==> src/rtl/multitap_delay_diffuser_assert.svh <==
// assertion macros for the rtl, compiled out for synthesis
`ifndef MULTITAP_DELAY_DIFFUSER_ASSERT_SVH
`define MULTITAP_DELAY_DIFFUSER_ASSERT_SVH
`ifndef SYNTHESIS
// property must hold at every rising clock edge outside reset
`define MDD_ASSERT(label, clk, rst, prop) \
   label: assert property (@(posedge clk) disable iff (rst) prop) \
      else $error("multitap delay diffuser assertion failed");
// expression must never be true outside reset
`define MDD_NEVER(label, clk, rst, expr) \
   label: assert property (@(posedge clk) disable iff (rst) !(expr)) \
      else $error("multitap delay diffuser forbidden condition");
`else
`define MDD_ASSERT(label, clk, rst, prop)
`define MDD_NEVER(label, clk, rst, expr)
`endif
`endif

==> src/rtl/mdd_pkg.sv <==
package mdd_pkg;

   localparam int LINE_DEPTH = 4096;
   localparam int LINE_AW    = $clog2(LINE_DEPTH);
   localparam int MAX_TAPS   = 64;
   localparam int TAP_AW     = $clog2(MAX_TAPS);

   localparam int SAMPLE_W = 24;
   localparam int GAIN_W   = 18;
   localparam int DELAY_W  = 12;
   localparam int SLOT_W   = 6;
   localparam int CSR_W    = 7;
   localparam int FRAC_W   = 16;
   localparam int PROD_W   = SAMPLE_W + GAIN_W;
   localparam int ACC_W    = PROD_W + TAP_AW;

   localparam logic MODE_SAMPLE = 1'b0;
   localparam logic MODE_TAP    = 1'b1;

   typedef logic [LINE_AW-1:0]         line_addr_type;
   typedef logic [LINE_AW:0]           fill_type;
   typedef logic [TAP_AW-1:0]          tap_addr_type;
   typedef logic signed [SAMPLE_W-1:0] sample_type;
   typedef logic signed [GAIN_W-1:0]   gain_type;
   typedef logic [DELAY_W-1:0]         delay_type;

   typedef struct packed {
      delay_type delay;
      gain_type  gain;
   } tap_entry_type;

   typedef struct packed {
      logic clear;
      logic valid;
      logic last;
      logic hit;
   } mac_ctl_type;

endpackage

==> src/rtl/mdd_mac.sv <==
module mdd_mac import mdd_pkg::*; (
   input  logic        clock,
   input  logic        reset,
   input  mac_ctl_type ctl,
   input  sample_type  line_data,
   input  gain_type    gain,
   output logic        done,
   output sample_type  result
);

   localparam int ROUND_BIAS = 1 << (FRAC_W - 1);
   localparam logic signed [ACC_W-1:0] SAT_HI = ACC_W'((1 << (SAMPLE_W - 1)) - 1);
   localparam logic signed [ACC_W-1:0] SAT_LO = -SAT_HI - ACC_W'(1);

   sample_type                op_s;
   logic signed [PROD_W-1:0]  prod_in;
   logic signed [PROD_W-1:0]  prod_ff;
   logic signed [ACC_W-1:0]   acc_in;
   logic signed [ACC_W-1:0]   acc_ff;
   logic signed [ACC_W-1:0]   biased;
   logic signed [ACC_W-1:0]   shifted;
   logic                      valid3_ff;
   logic                      last3_ff;
   logic                      done_ff;

   // entries not yet written since reset count as silence
   always_comb begin
      op_s    = ctl.hit ? line_data : sample_type'(0);
      prod_in = op_s * gain;
      acc_in  = acc_ff + ACC_W'(prod_ff);
   end

   always_ff @(posedge clock) begin
      if (ctl.valid) begin
         prod_ff <= prod_in;
      end
      if (ctl.clear) begin
         acc_ff <= '0;
      end else if (valid3_ff) begin
         acc_ff <= acc_in;
      end
   end

   always_ff @(posedge clock) begin
      if (reset) begin
         valid3_ff <= 1'b0;
         last3_ff  <= 1'b0;
         done_ff   <= 1'b0;
      end else begin
         valid3_ff <= ctl.valid;
         last3_ff  <= ctl.last;
         done_ff   <= valid3_ff & last3_ff;
      end
   end

   // round half up, then clamp to the sample range
   always_comb begin
      biased  = acc_ff + ACC_W'(ROUND_BIAS);
      shifted = biased >>> FRAC_W;
      if (shifted > SAT_HI) begin
         result = SAMPLE_W'(SAT_HI);
      end else if (shifted < SAT_LO) begin
         result = SAMPLE_W'(SAT_LO);
      end else begin
         result = SAMPLE_W'(shifted);
      end
   end

   assign done = done_ff;

endmodule

==> config.mk <==
export PLATFORM = sky130hd
export DESIGN_NAME = mdd_mac
export DESIGN_NICKNAME = d
export VERILOG_FILES = /design/src/rtl/multitap_delay_diffuser_assert.svh /design/src/rtl/mdd_pkg.sv /design/src/rtl/mdd_mac.sv
export SDC_FILE = /design/constraint.sdc
export NUM_CORES = 1
export LEC_CHECK = 0
export BUFFER_PORTS_ARGS = -buffer_cell sky130_fd_sc_hd__buf_2
export CAP_MARGIN = 20
export CORE_MARGIN = 2
export CORE_UTILIZATION = 65
export CTS_BUF_LIST = sky130_fd_sc_hd__clkbuf_4 sky130_fd_sc_hd__clkbuf_8
export DETAILED_ROUTE_END_ITERATION = 16
export PLACE_DENSITY = 0.92
export SYNTH_ARGS = -nofsm -noshare
export SYNTH_HDL_FRONTEND = slang
export SYNTH_SLANG_ARGS = --single-unit
==> constraint.sdc <==
create_clock -name clock -period 9.4 [get_ports clock]
set_input_delay 0.94 -clock clock [delete_from_list [all_inputs] [get_ports clock]]
set_output_delay 0.94 -clock clock [all_outputs]
set_load 0.01 [all_outputs]
---- After elaboration in Yosys (flattened, before gate mapping) ----
Index checks and enable logic that the tools add are counted.
cells by class
  add/sub/neg operators ................... 2
  multiply operators ...................... 1
  div/mod/pow operators ................... 0
  magnitude comparators ................... 2
  equality and inequality tests ........... 0
  shift operators ......................... 0
  mux-type cells .......................... 3
  bitwise operators ....................... 1
  reductions and logical operators ........ 0
operators with widths
  operator                                                          number
  2-to-1 mux 24 bit                                                 3
  adder 48 x 17 -> 48 bit (second input constant)                   1
  adder 48 x 42 -> 48 bit                                           1
  multiplier 24 x 18 -> 42 bit                                      1
  greater-than comparator 32 x 24 -> 1 bit (second input constant)  1
  < comparator 32 x 24 -> 1 bit (second input constant)             1
  bitwise AND 1 bit                                                 1
storage, ports and cells
  register bits after elaboration ......... 93
  bits in latches ......................... 0
  memory bits (writable) .................. 0
  memory bits (read-only) ................. 0
  output and inout port bits .............. 25
  memories ................................ 0

---- Logic depth before layout (Yosys ltp) ----
Gate-level depths: netlist of run 1.
  word-level depth ........................ 4
  depth in mapped cells ................... 27
  depth with buffers taken out ............ 24

---- Worst setup path after synthesis of run 1 ----
Ideal clock, no wire load.
  path kind ............................... input to register
  start point ............................. in ctl[0] in the netlist's numbering
  end point ............................... reg prod_ff[41], data pin
  setup time .............................. 0.259 ns
  data arrival time ....................... 7.153 ns
  setup slack ............................. 1.988 ns
  stages .................................. 24
  path through ............................ clkbuf_1 -> and2_1 -> clkbuf_1 -> clkbuf_1 -> nand2_1 -> fa_1 -> inv_1 -> fa_1 -> inv_1 -> fa_1 -> inv_1 -> fa_1 -> fa_1 -> inv_1 -> fa_1 -> inv_1 -> ha_1 -> nand4_1 -> o41ai_2 -> a21oi_1 -> o31ai_2 -> a311oi_1 -> nand2b_1 -> a211o_1
between the ends
  word-level cells in the longest chain between the ends .. 2
RTL lines
  item                          RTL line       RTL
  start: declaration            mdd_mac.sv:4   input mac_ctl_type ctl,
  2-to-1 mux 24 bit             mdd_mac.sv:28  op_s = ctl.hit ? line_data : sample_type'(0);
  multiplier 24 x 18 -> 42 bit  mdd_mac.sv:29  prod_in = op_s * gain;
  net prod_in[41]               mdd_mac.sv:16  logic signed [PROD_W-1:0] prod_in;
  end signal: assignment        mdd_mac.sv:35  prod_ff <= prod_in;
  end: declaration              mdd_mac.sv:17  logic signed [PROD_W-1:0] prod_ff;
The timed path passes the listed nets, and every way through them passes these cells.
A chain may end at the register's enable or synchronous reset.

---- Worst setup path after layout of run 1 ----
Same ends and word-level chain as after synthesis.

==> flow_metrics.env, run 1 <==
export IMPL_critPathLaunchType="primary input"
export IMPL_layout_setup_ws_ps=1210
export IMPL_crit_path_end_kind="flop"
export IMPL_p_leak_uw=0.0116
export IMPL_relSlewSlack_pct=34.5
export IMPL_fillers=2586
export IMPL_status="complete, no violations"
export IMPL_rows=68
export IMPL_setup_viol=0
export IMPL_yosysTopAreaCell="fa_1"
export IMPL_p_per_area_mw_per_mm2=355
export IMPL_drive_above_1_share_pct=5.52
export IMPL_ys_seq_elements=93
export IMPL_avgSynthCellArea_um2=8.76
export IMPL_post_cts_setup_buffers=0
export IMPL_die_h_um=190
export IMPL_post_cts_resized=0
export IMPL_grt_usage_pct=33.2
export IMPL_cp_startpoint="ctl[0]"
export IMPL_finalInstanceArea_mm2=0.0231
export IMPL_ant_nets=0
export IMPL_dp_cells=2974
export IMPL_path_max_fanout=123
export IMPL_yosys_area_top_type_share_pct=38.0
export IMPL_min_period_ps=8190
export IMPL_synth_async_reset_ratio_pct=0
export IMPL_cts_root_buf="clkbuf_8"
export IMPL_hold_path_class="reg -> reg"
export IMPL_place_area_mm2=0.0230
export IMPL_clkTransAtPathRegs_ps=90
export IMPL_synthCells=2562
export IMPL_antenna_found_initial=0
export IMPL_r2r_start="acc_ff[0]"
export IMPL_start_util_pct=65.5
export IMPL_nets=3157
export IMPL_ys_types=85
export IMPL_reg2reg_slack_ps=6040
export IMPL_synthTopCellsByArea="fa_1, inv_1, ha_1"
export IMPL_tightest_slew_ps=958
export IMPL_synth_edf_count=42
export IMPL_grt_pass1_vias=18817
export IMPL_overflow=0
export IMPL_vias=17879
export IMPL_maxCapViolCount=0
export IMPL_worst_setup_path_type="in -> reg"
export IMPL_drt_pass1_iterations=5
export IMPL_yosysSeqAreaShare_pct=10.2
export IMPL_multi_input_area_mm2=0.0177
export IMPL_hold_path_depth=2
export IMPL_cts_hold_buf=0
export IMPL_clock_sinks=93
export IMPL_reg2regPathDepth=12
export IMPL_hp_start="last3_ff"
export IMPL_dp_slack_ps=858
export IMPL_clockBufferDepth=2
export IMPL_most_common_layout_cells="inv_1, fa_1, nand2_1, and3_1, ha_1"
export IMPL_post_route_util_pct=67.5
export IMPL_rsz0062_at_grt="false"
export IMPL_fp_dieArea_mm2=0.0360
export IMPL_finalHoldViolCount=0
export IMPL_period_share_pct=87.2
export IMPL_io_buffers=72
export IMPL_antenna_cells=0
export IMPL_setup_tns_ps=0
export IMPL_core_mm2=0.0343
export IMPL_vias_per_cell=5.98
export IMPL_ir_drop_v=0.000314
export IMPL_io_pins=73
export IMPL_finalClockSkew_ps=15.6
export IMPL_max_freq_mhz=122
export IMPL_wirelength_mm=56.5
export IMPL_drt_iter0_markers=1660
export IMPL_rr_endpoint="acc_ff[46]"
export IMPL_h_tree_depth=3
export IMPL_syn_nets=3189
export IMPL_post_synth_instance_area_mm2=0.0225
export IMPL_cts_buffers=9
export IMPL_drv_slew=0
export IMPL_finalNonFillerCells=2990
export IMPL_gp_congestion=0.972
export IMPL_regArea_mm2=0.00228
export IMPL_layout_commonest_cell="inv_1"
export IMPL_clk_latency_ps=400
export IMPL_required_ps=9550
export IMPL_route_detailed_drc=0
export IMPL_worstPathArrival_ps=8340
export IMPL_dp_hpwl_mm=46.1
export IMPL_area_growth_pct=3.10
export IMPL_cts_tree="built"
export IMPL_grt_max_degree=124
export IMPL_ys_flop_type="dfxtp_1"
export IMPL_ys_warnings_count=0
export IMPL_die_w_um=190
export IMPL_routedWlPerCell_um=18.9
export IMPL_whs_endpoint="done"
export IMPL_grt_pass1_wl_mm=94.8
cells by family after synthesis:
family / after synthesis / synth area share (%)
xor+xnor: 100 / 3.93
fa+ha+maj: 579 / 46.5
compound gates: 318 / 9.59
flops: 93 / 10.2
mux: 32 / 1.43
buf+inv: 652 / 11.0
simple gates: 788 / 17.3
flip-flops by register name, indices dropped and copies added, names as in the netlist:
signal	cells
last3_ff	1
acc_ff	48
valid3_ff	1
prod_ff	42
done	1
per-layer routing:
metal | wire length, um | part of all wire [%] | vias up | GRT usage [%]
met5 | 0 | 0 | - | 0
met1 | 22100 | 39 | 8644 | 44.2
li1 | - | - | 8022 | -
met3 | 6330 | 11 | 175 | 7.58
met2 | 26100 | 46 | 1038 | 54.1
met4 | 1930 | 3.4 | 0 | 11.2
where the power goes:
part	internal, uW	switching (uW)
Clock	105	151
Combinational	2930	4050
Sequential	847	140
cells in the mapped netlist, drive strengths merged, types with 4 or more instances:
| master | count |
|---|---|
| o21ai | 59 |
| a21o | 47 |
| nor4 | 4 |
| buf | 4 |
| or4b | 4 |
| fa | 426 |
| inv | 526 |
| nor2b | 14 |
| edfxtp | 42 |
| nor3 | 18 |
| nand2b | 19 |
| and4 | 6 |
| a31oi | 10 |
| xnor2 | 67 |
| a21boi | 6 |
| ha | 153 |
| a211oi | 15 |
| a21oi | 93 |
| o31ai | 15 |
| mux2i | 31 |
| nand2 | 327 |
| o311ai | 5 |
| nand4 | 25 |
| xor2 | 33 |
| nand4b | 5 |
| nand3 | 39 |
| clkbuf | 121 |
| and2 | 33 |
| or3 | 8 |
| nand3b | 4 |
| o211ai | 6 |
| o21a | 9 |
| o21bai | 12 |
| a211o | 6 |
| and3 | 160 |
| o221ai | 4 |
| o22ai | 7 |
| nor2 | 107 |
| dfxtp | 51 |
through the flow:
| stage | total power (uW) | hold WS, ps |
|---|---|---|
| after floorplan | 6320 | 404 |
| after CTS | 8150 | 430 |
| after global placement | 7480 | 413 |
| after detailed placement | 7860 | 422 |
| after global routing | 9130 | 466 |
| final | 8220 | 429 |
worst max path at each step:
stage / end / cells past startpoint
2_1_floorplan: prod_ff[41] / 24
3_3_place_gp: prod_ff[41] / 21
3_5_place_dp: prod_ff[41] / 22
4_1_cts: prod_ff[41] / 22
5_1_grt: prod_ff[41] / 22
6_report: prod_ff[41] / 22
worst max-delay path: stages:
cell and delay (ps):
buf_4 640, and2_0 700, nand2_1 190, fa_1 540, inv_1 60, fa_1 530
inv_1 50, fa_1 530, inv_1 80, fa_1 480, fa_1 540, inv_1 50
fa_1 520, inv_1 40, ha_1 380, nand4_1 170, o41ai_2 650, a21oi_1 200
o31ai_2 430, a311oi_1 180, nand2b_1 170, a211o_1 260
layout make-up:
class | instances | share of cell area, %
Clock inverter | 6 | 0.200
Inverter | 527 | 8.55
Tap cell | 455 | 2.46
Multi-Input combinational cell | 1817 | 76.4
Sequential cell | 93 | 9.86
Timing Repair Buffer | 82 | 1.89
Clock buffer | 10 | 0.595
Power figures use the tool's default switching activity.
==> run 2, diff against run 1 <==
--- a/config.mk
+++ b/config.mk
@@ -7,11 +7,13 @@
 export LEC_CHECK = 0
 export BUFFER_PORTS_ARGS = -buffer_cell sky130_fd_sc_hd__buf_2
 export CAP_MARGIN = 20
+export CELL_PAD_IN_SITES_DETAIL_PLACEMENT = 0
+export CELL_PAD_IN_SITES_GLOBAL_PLACEMENT = 2
 export CORE_MARGIN = 2
-export CORE_UTILIZATION = 65
+export CORE_UTILIZATION = 45
 export CTS_BUF_LIST = sky130_fd_sc_hd__clkbuf_4 sky130_fd_sc_hd__clkbuf_8
 export DETAILED_ROUTE_END_ITERATION = 16
-export PLACE_DENSITY = 0.92
+export PLACE_DENSITY = 0.95
 export SYNTH_ARGS = -nofsm -noshare
 export SYNTH_HDL_FRONTEND = slang
 export SYNTH_SLANG_ARGS = --single-unit
==> constraint.sdc (replaced) <==
create_clock -name clock -period 9.6 [get_ports clock]
set_input_delay 0.96 -clock clock [delete_from_list [all_inputs] [get_ports clock]]
set_output_delay 0.96 -clock clock [all_outputs]
set_load 0.01 [all_outputs]
==> flow_metrics.env, run 2 (synthesis results as in run 1) <==
export IMPL_routedWlPerCell_um=17.9
export IMPL_grt_usage_pct=23.4
export IMPL_rsz0062_at_grt="false"
export IMPL_post_route_util_pct=47.8
export IMPL_finalNonFillerCells=3201
export IMPL_critPathBufInv=7
export IMPL_seqPwrFrac_pct=12.2
export IMPL_crit_top_cell="fa_1"
export IMPL_drv_slew=0
export IMPL_dp_slack_ps=985
export IMPL_maxCapViolCount=0
export IMPL_io_pins=73
export IMPL_crit_path_end_kind="flop"
export IMPL_vias_per_cell=5.32
export IMPL_p_leak_uw=0.0117
export IMPL_crit_family="adder cells"
export IMPL_relSlewSlack_pct=36.5
export IMPL_rows=81
export IMPL_setup_viol=0
export IMPL_p_switching_uw=4150
export IMPL_pwr_share_comb_pct=84.5
export IMPL_overflow=0
export IMPL_grt_pass1_wl_mm=95.0
export IMPL_switching_share_pct=52.2
export IMPL_most_common_layout_cells="inv_1, fa_1, nand2_1, and3_1, ha_1"
export IMPL_period_share_pct=86.2
export IMPL_post_cts_resized=0
export IMPL_layout_setup_ws_ps=1330
export IMPL_max_freq_mhz=121
export IMPL_ant_nets=0
export IMPL_die_h_um=227
export IMPL_cts_root_buf="clkbuf_8"
export IMPL_largest_reg_flops=48
export IMPL_core_mm2=0.0491
export IMPL_largest_register="acc_ff"
export IMPL_start_util_pct=45.8
export IMPL_antenna_found_initial=0
export IMPL_dp_cells=3185
export IMPL_area_growth_pct=4.37
export IMPL_min_period_ps=8270
export IMPL_cp_slowest_cell="and2_0"
export IMPL_fp_dieArea_mm2=0.0517
export IMPL_drt_iter0_markers=1019
export IMPL_slowest_delay_ps=730
export IMPL_wirelength_mm=57.2
export IMPL_top_regs="acc_ff (48), prod_ff (42)"
export IMPL_finalHoldViolCount=0
export IMPL_p_clk_share_pct=3.3
export IMPL_cts_tree="built"
export IMPL_die_w_um=227
export IMPL_finalClockSkew_ps=13.2
export IMPL_h_tree_depth=3
export IMPL_cts_hold_buf=0
export IMPL_grt_max_degree=82
export IMPL_drive_above_1_share_pct=5.56
export IMPL_finalPower_uw=7940
export IMPL_cts_buffers=9
export IMPL_io_buffers=72
export IMPL_required_ps=9740
export IMPL_drt_pass1_iterations=5
export IMPL_grt_pass1_vias=17945
export IMPL_antenna_cells=0
export IMPL_status="complete, no violations"
export IMPL_layout_commonest_cell="inv_1"
export IMPL_worst_setup_path_type="in -> reg"
export IMPL_worstPathArrival_ps=8410
export IMPL_clk_latency_ps=390
export IMPL_dp_hpwl_mm=46.9
export IMPL_setup_tns_ps=0
export IMPL_vias=17041
export IMPL_p_per_area_mw_per_mm2=339
export IMPL_tightest_slew_ps=952
export IMPL_clkTransAtPathRegs_ps=80
export IMPL_clock_sinks=93
export IMPL_hold_path_class="reg -> reg"
export IMPL_path_max_fanout=81
export IMPL_internal_power_uw=3800
export IMPL_critPathLaunchType="primary input"
export IMPL_clockBufferDepth=2
export IMPL_gp_congestion=0.902
export IMPL_route_detailed_drc=0
export IMPL_ir_drop_v=0.000244
export IMPL_post_cts_setup_buffers=0
export IMPL_nets=3159
-- run 2: final timing paths --
kind | start | cells after the start | slack (ps) | endpoint
setup / recovery | ctl[0] | 25 | 1330 | prod_ff[38]
hold / removal | last3_ff | 2 | 420 | done
setup reg to reg | prod_ff[6] | 9 | 6160 | acc_ff[35]
hold reg to reg | last3_ff | 2 | 420 | done
-- run 2: area by class of cell --
cell class / instances / area (um2)
Clock buffer: 11 / 139
Clock inverter: 5 / 52.6
Fill cell: 4731 / 25600
Inverter: 527 / 1980
Multi-Input combinational cell: 1817 / 17700
Sequential cell: 93 / 2280
Tap cell: 664 / 831
Timing Repair Buffer: 84 / 453
-- run 2: per-layer routing --
layer / global-route usage, % / wire, um
met5: 0 / 0
met1: 33.9 / 26700
met4: 5.50 / 1140
met2: 36.8 / 25300
met3: 3.55 / 3990
-- run 2: worst register-to-register path, cell delays in order (launching register included) --
cell       delay (ps)
edfxtp_1          400
ha_1              380
a2111oi_0         670
a211oi_1          320
o21ai_0           490
nand3b_1          200
a211oi_1          390
a21oi_1           150
xnor2_1           220
o21ai_0           100
-- run 2: power by group through the flow --
stage / combinational, uW / sequential [uW] / clock [uW]
after floorplan: 5270 / 912 / 0
after global placement: 6660 / 971 / 0
after detailed placement: 6710 / 972 / 0
after CTS: 6750 / 965 / 276
after global routing: 7680 / 988 / 291
final: 6710 / 967 / 263
-- run 2: metrics by stage --
stage / cell area, um2 / hold slack, ps
floorplan: 22500 / 404
CTS: 23400 / 433
global route: 23400 / 453
detailed placement: 23200 / 420
finish: 23400 / 425
global placement: 23200 / 411
==> run 3, diff against run 2 <==
--- a/config.mk
+++ b/config.mk
@@ -14,6 +14,7 @@
 export CTS_BUF_LIST = sky130_fd_sc_hd__clkbuf_4 sky130_fd_sc_hd__clkbuf_8
 export DETAILED_ROUTE_END_ITERATION = 16
 export PLACE_DENSITY = 0.95
+export REMOVE_ABC_BUFFERS = 1
 export SYNTH_ARGS = -nofsm -noshare
 export SYNTH_HDL_FRONTEND = slang
 export SYNTH_SLANG_ARGS = --single-unit
==> flow_metrics.env, run 3 (synthesis results as in run 1) <==
export IMPL_drt_pass1_iterations=5
export IMPL_grt_usage_pct=23.3
export IMPL_finalInstanceArea_mm2=0.0235
export IMPL_cp_depth=25
export IMPL_clkTransAtPathRegs_ps=90
export IMPL_gp_congestion=0.920
export IMPL_worstPathArrival_ps=8420
export IMPL_drive_above_1_share_pct=5.60
export IMPL_core_mm2=0.0491
export IMPL_ant_nets=0
export IMPL_layout_commonest_cell="inv_1"
export IMPL_rows=81
export IMPL_nets=3159
export IMPL_cp_slowest_cell="a2111oi_0"
export IMPL_route_detailed_drc=0
export IMPL_drt_iter0_markers=1017
export IMPL_post_route_util_pct=47.8
export IMPL_path_max_fanout=81
export IMPL_cts_tree="built"
export IMPL_ir_drop_v=0.000297
export IMPL_maxCapViolCount=0
export IMPL_h_tree_depth=3
export IMPL_cts_buffers=9
export IMPL_area_growth_pct=4.51
export IMPL_die_h_um=227
export IMPL_io_pins=73
export IMPL_grt_pass1_wl_mm=94.2
export IMPL_finalNonFillerCells=3202
export IMPL_largest_reg_flops=48
export IMPL_most_common_layout_cells="inv_1, fa_1, nand2_1, and3_1, ha_1"
export IMPL_io_buffers=72
export IMPL_crit_top_cell="inv_1"
export IMPL_setup_tns_ps=0
export IMPL_min_period_ps=8270
export IMPL_wirelength_mm=57.4
export IMPL_hold_path_depth=2
export IMPL_dp_cells=3185
export IMPL_antenna_found_initial=0
export IMPL_setup_viol=0
export IMPL_vias=17060
export IMPL_place_area_mm2=0.0232
export IMPL_grt_max_degree=82
export IMPL_die_w_um=227
export IMPL_p_leak_uw=0.0117
export IMPL_hold_path_class="reg -> reg"
export IMPL_fp_dieArea_mm2=0.0517
export IMPL_critPathLaunchType="primary input"
export IMPL_clk_latency_ps=390
export IMPL_finalClockSkew_ps=11.0
export IMPL_p_per_area_mw_per_mm2=339
export IMPL_tightest_slew_ps=975
export IMPL_overflow=0
export IMPL_drv_slew=0
export IMPL_finalPower_uw=7950
export IMPL_dp_hpwl_mm=47.7
export IMPL_status="complete, no violations"
export IMPL_clock_sinks=93
export IMPL_relSlewSlack_pct=33.3
export IMPL_start_util_pct=45.8
export IMPL_cts_root_buf="clkbuf_8"
export IMPL_post_cts_setup_buffers=0
export IMPL_routedWlPerCell_um=17.9
export IMPL_crit_family="adder cells"
export IMPL_reg2regPathDepth=9
export IMPL_cts_hold_buf=0
export IMPL_grt_pass1_vias=17870
export IMPL_largest_register="acc_ff"
export IMPL_clockBufferDepth=2
export IMPL_slowest_delay_ps=780
export IMPL_post_cts_resized=0
export IMPL_required_ps=9740
export IMPL_vias_per_cell=5.33
export IMPL_rsz0062_at_grt="false"
export IMPL_period_share_pct=86.2
export IMPL_finalHoldViolCount=0
export IMPL_worst_setup_path_type="in -> reg"
export IMPL_critPathBufInv=7
export IMPL_max_freq_mhz=121
export IMPL_top_regs="acc_ff (48), prod_ff (42)"
export IMPL_crit_path_end_kind="flop"
## run 3: worst min-delay path, delay by kind of cell, from the launching register on
family / cells / cell delay [ps]
flip-flops: 1 / 310
AND/OR/NAND/NOR: 2 / 90
## run 3: per-layer routing
| layer | vias up | GRT usage [%] | part of all wire (%) |
|---|---|---|---|
| met3 | 87 | 2.44 | 5.3 |
| met5 | - | 0 | 0 |
| li1 | 8039 | - | - |
| met1 | 8444 | 33.7 | 48 |
| met4 | 0 | 6.98 | 2.2 |
| met2 | 490 | 37.0 | 45 |
## run 3: final timing paths
path,from,endpoint,slack (ps)
setup / recovery,ctl[0],prod_ff[41],1330
hold / removal,last3_ff,done,430
setup reg to reg,prod_ff[6],acc_ff[35],6090
hold reg to reg,last3_ff,done,430
## run 3: cell type report
cell class | instances | area (um2)
clock buffer | 9 | 124
multi-input combinational | 1817 | 17700
inverter | 527 | 1980
timing repair buffer | 84 | 453
antenna | 1 | 2.50
fill | 4830 | 25600
clock inverter | 7 | 96.3
tap | 664 | 831
sequential | 93 | 2280
## run 3: per-stage QoR
step                      hold slack, ps  setup WS [ps]
after floorplan                      404           2590
after global placement               410           1080
after detailed placement             416            955
after CTS                            430           1370
after global routing                 464            875
final                                430           1330
## run 3: where the power goes
| part | total [uW] | switching [uW] | internal, uW | leakage, uW |
|---|---|---|---|---|
| logic | 6680 | 3840 | 2840 | 0.0107 |
| clock network | 290 | 143 | 148 | 0.000114 |
| registers | 970 | 141 | 829 | 0.000829 |
| total | 7950 | 4130 | 3820 | 0.0117 |
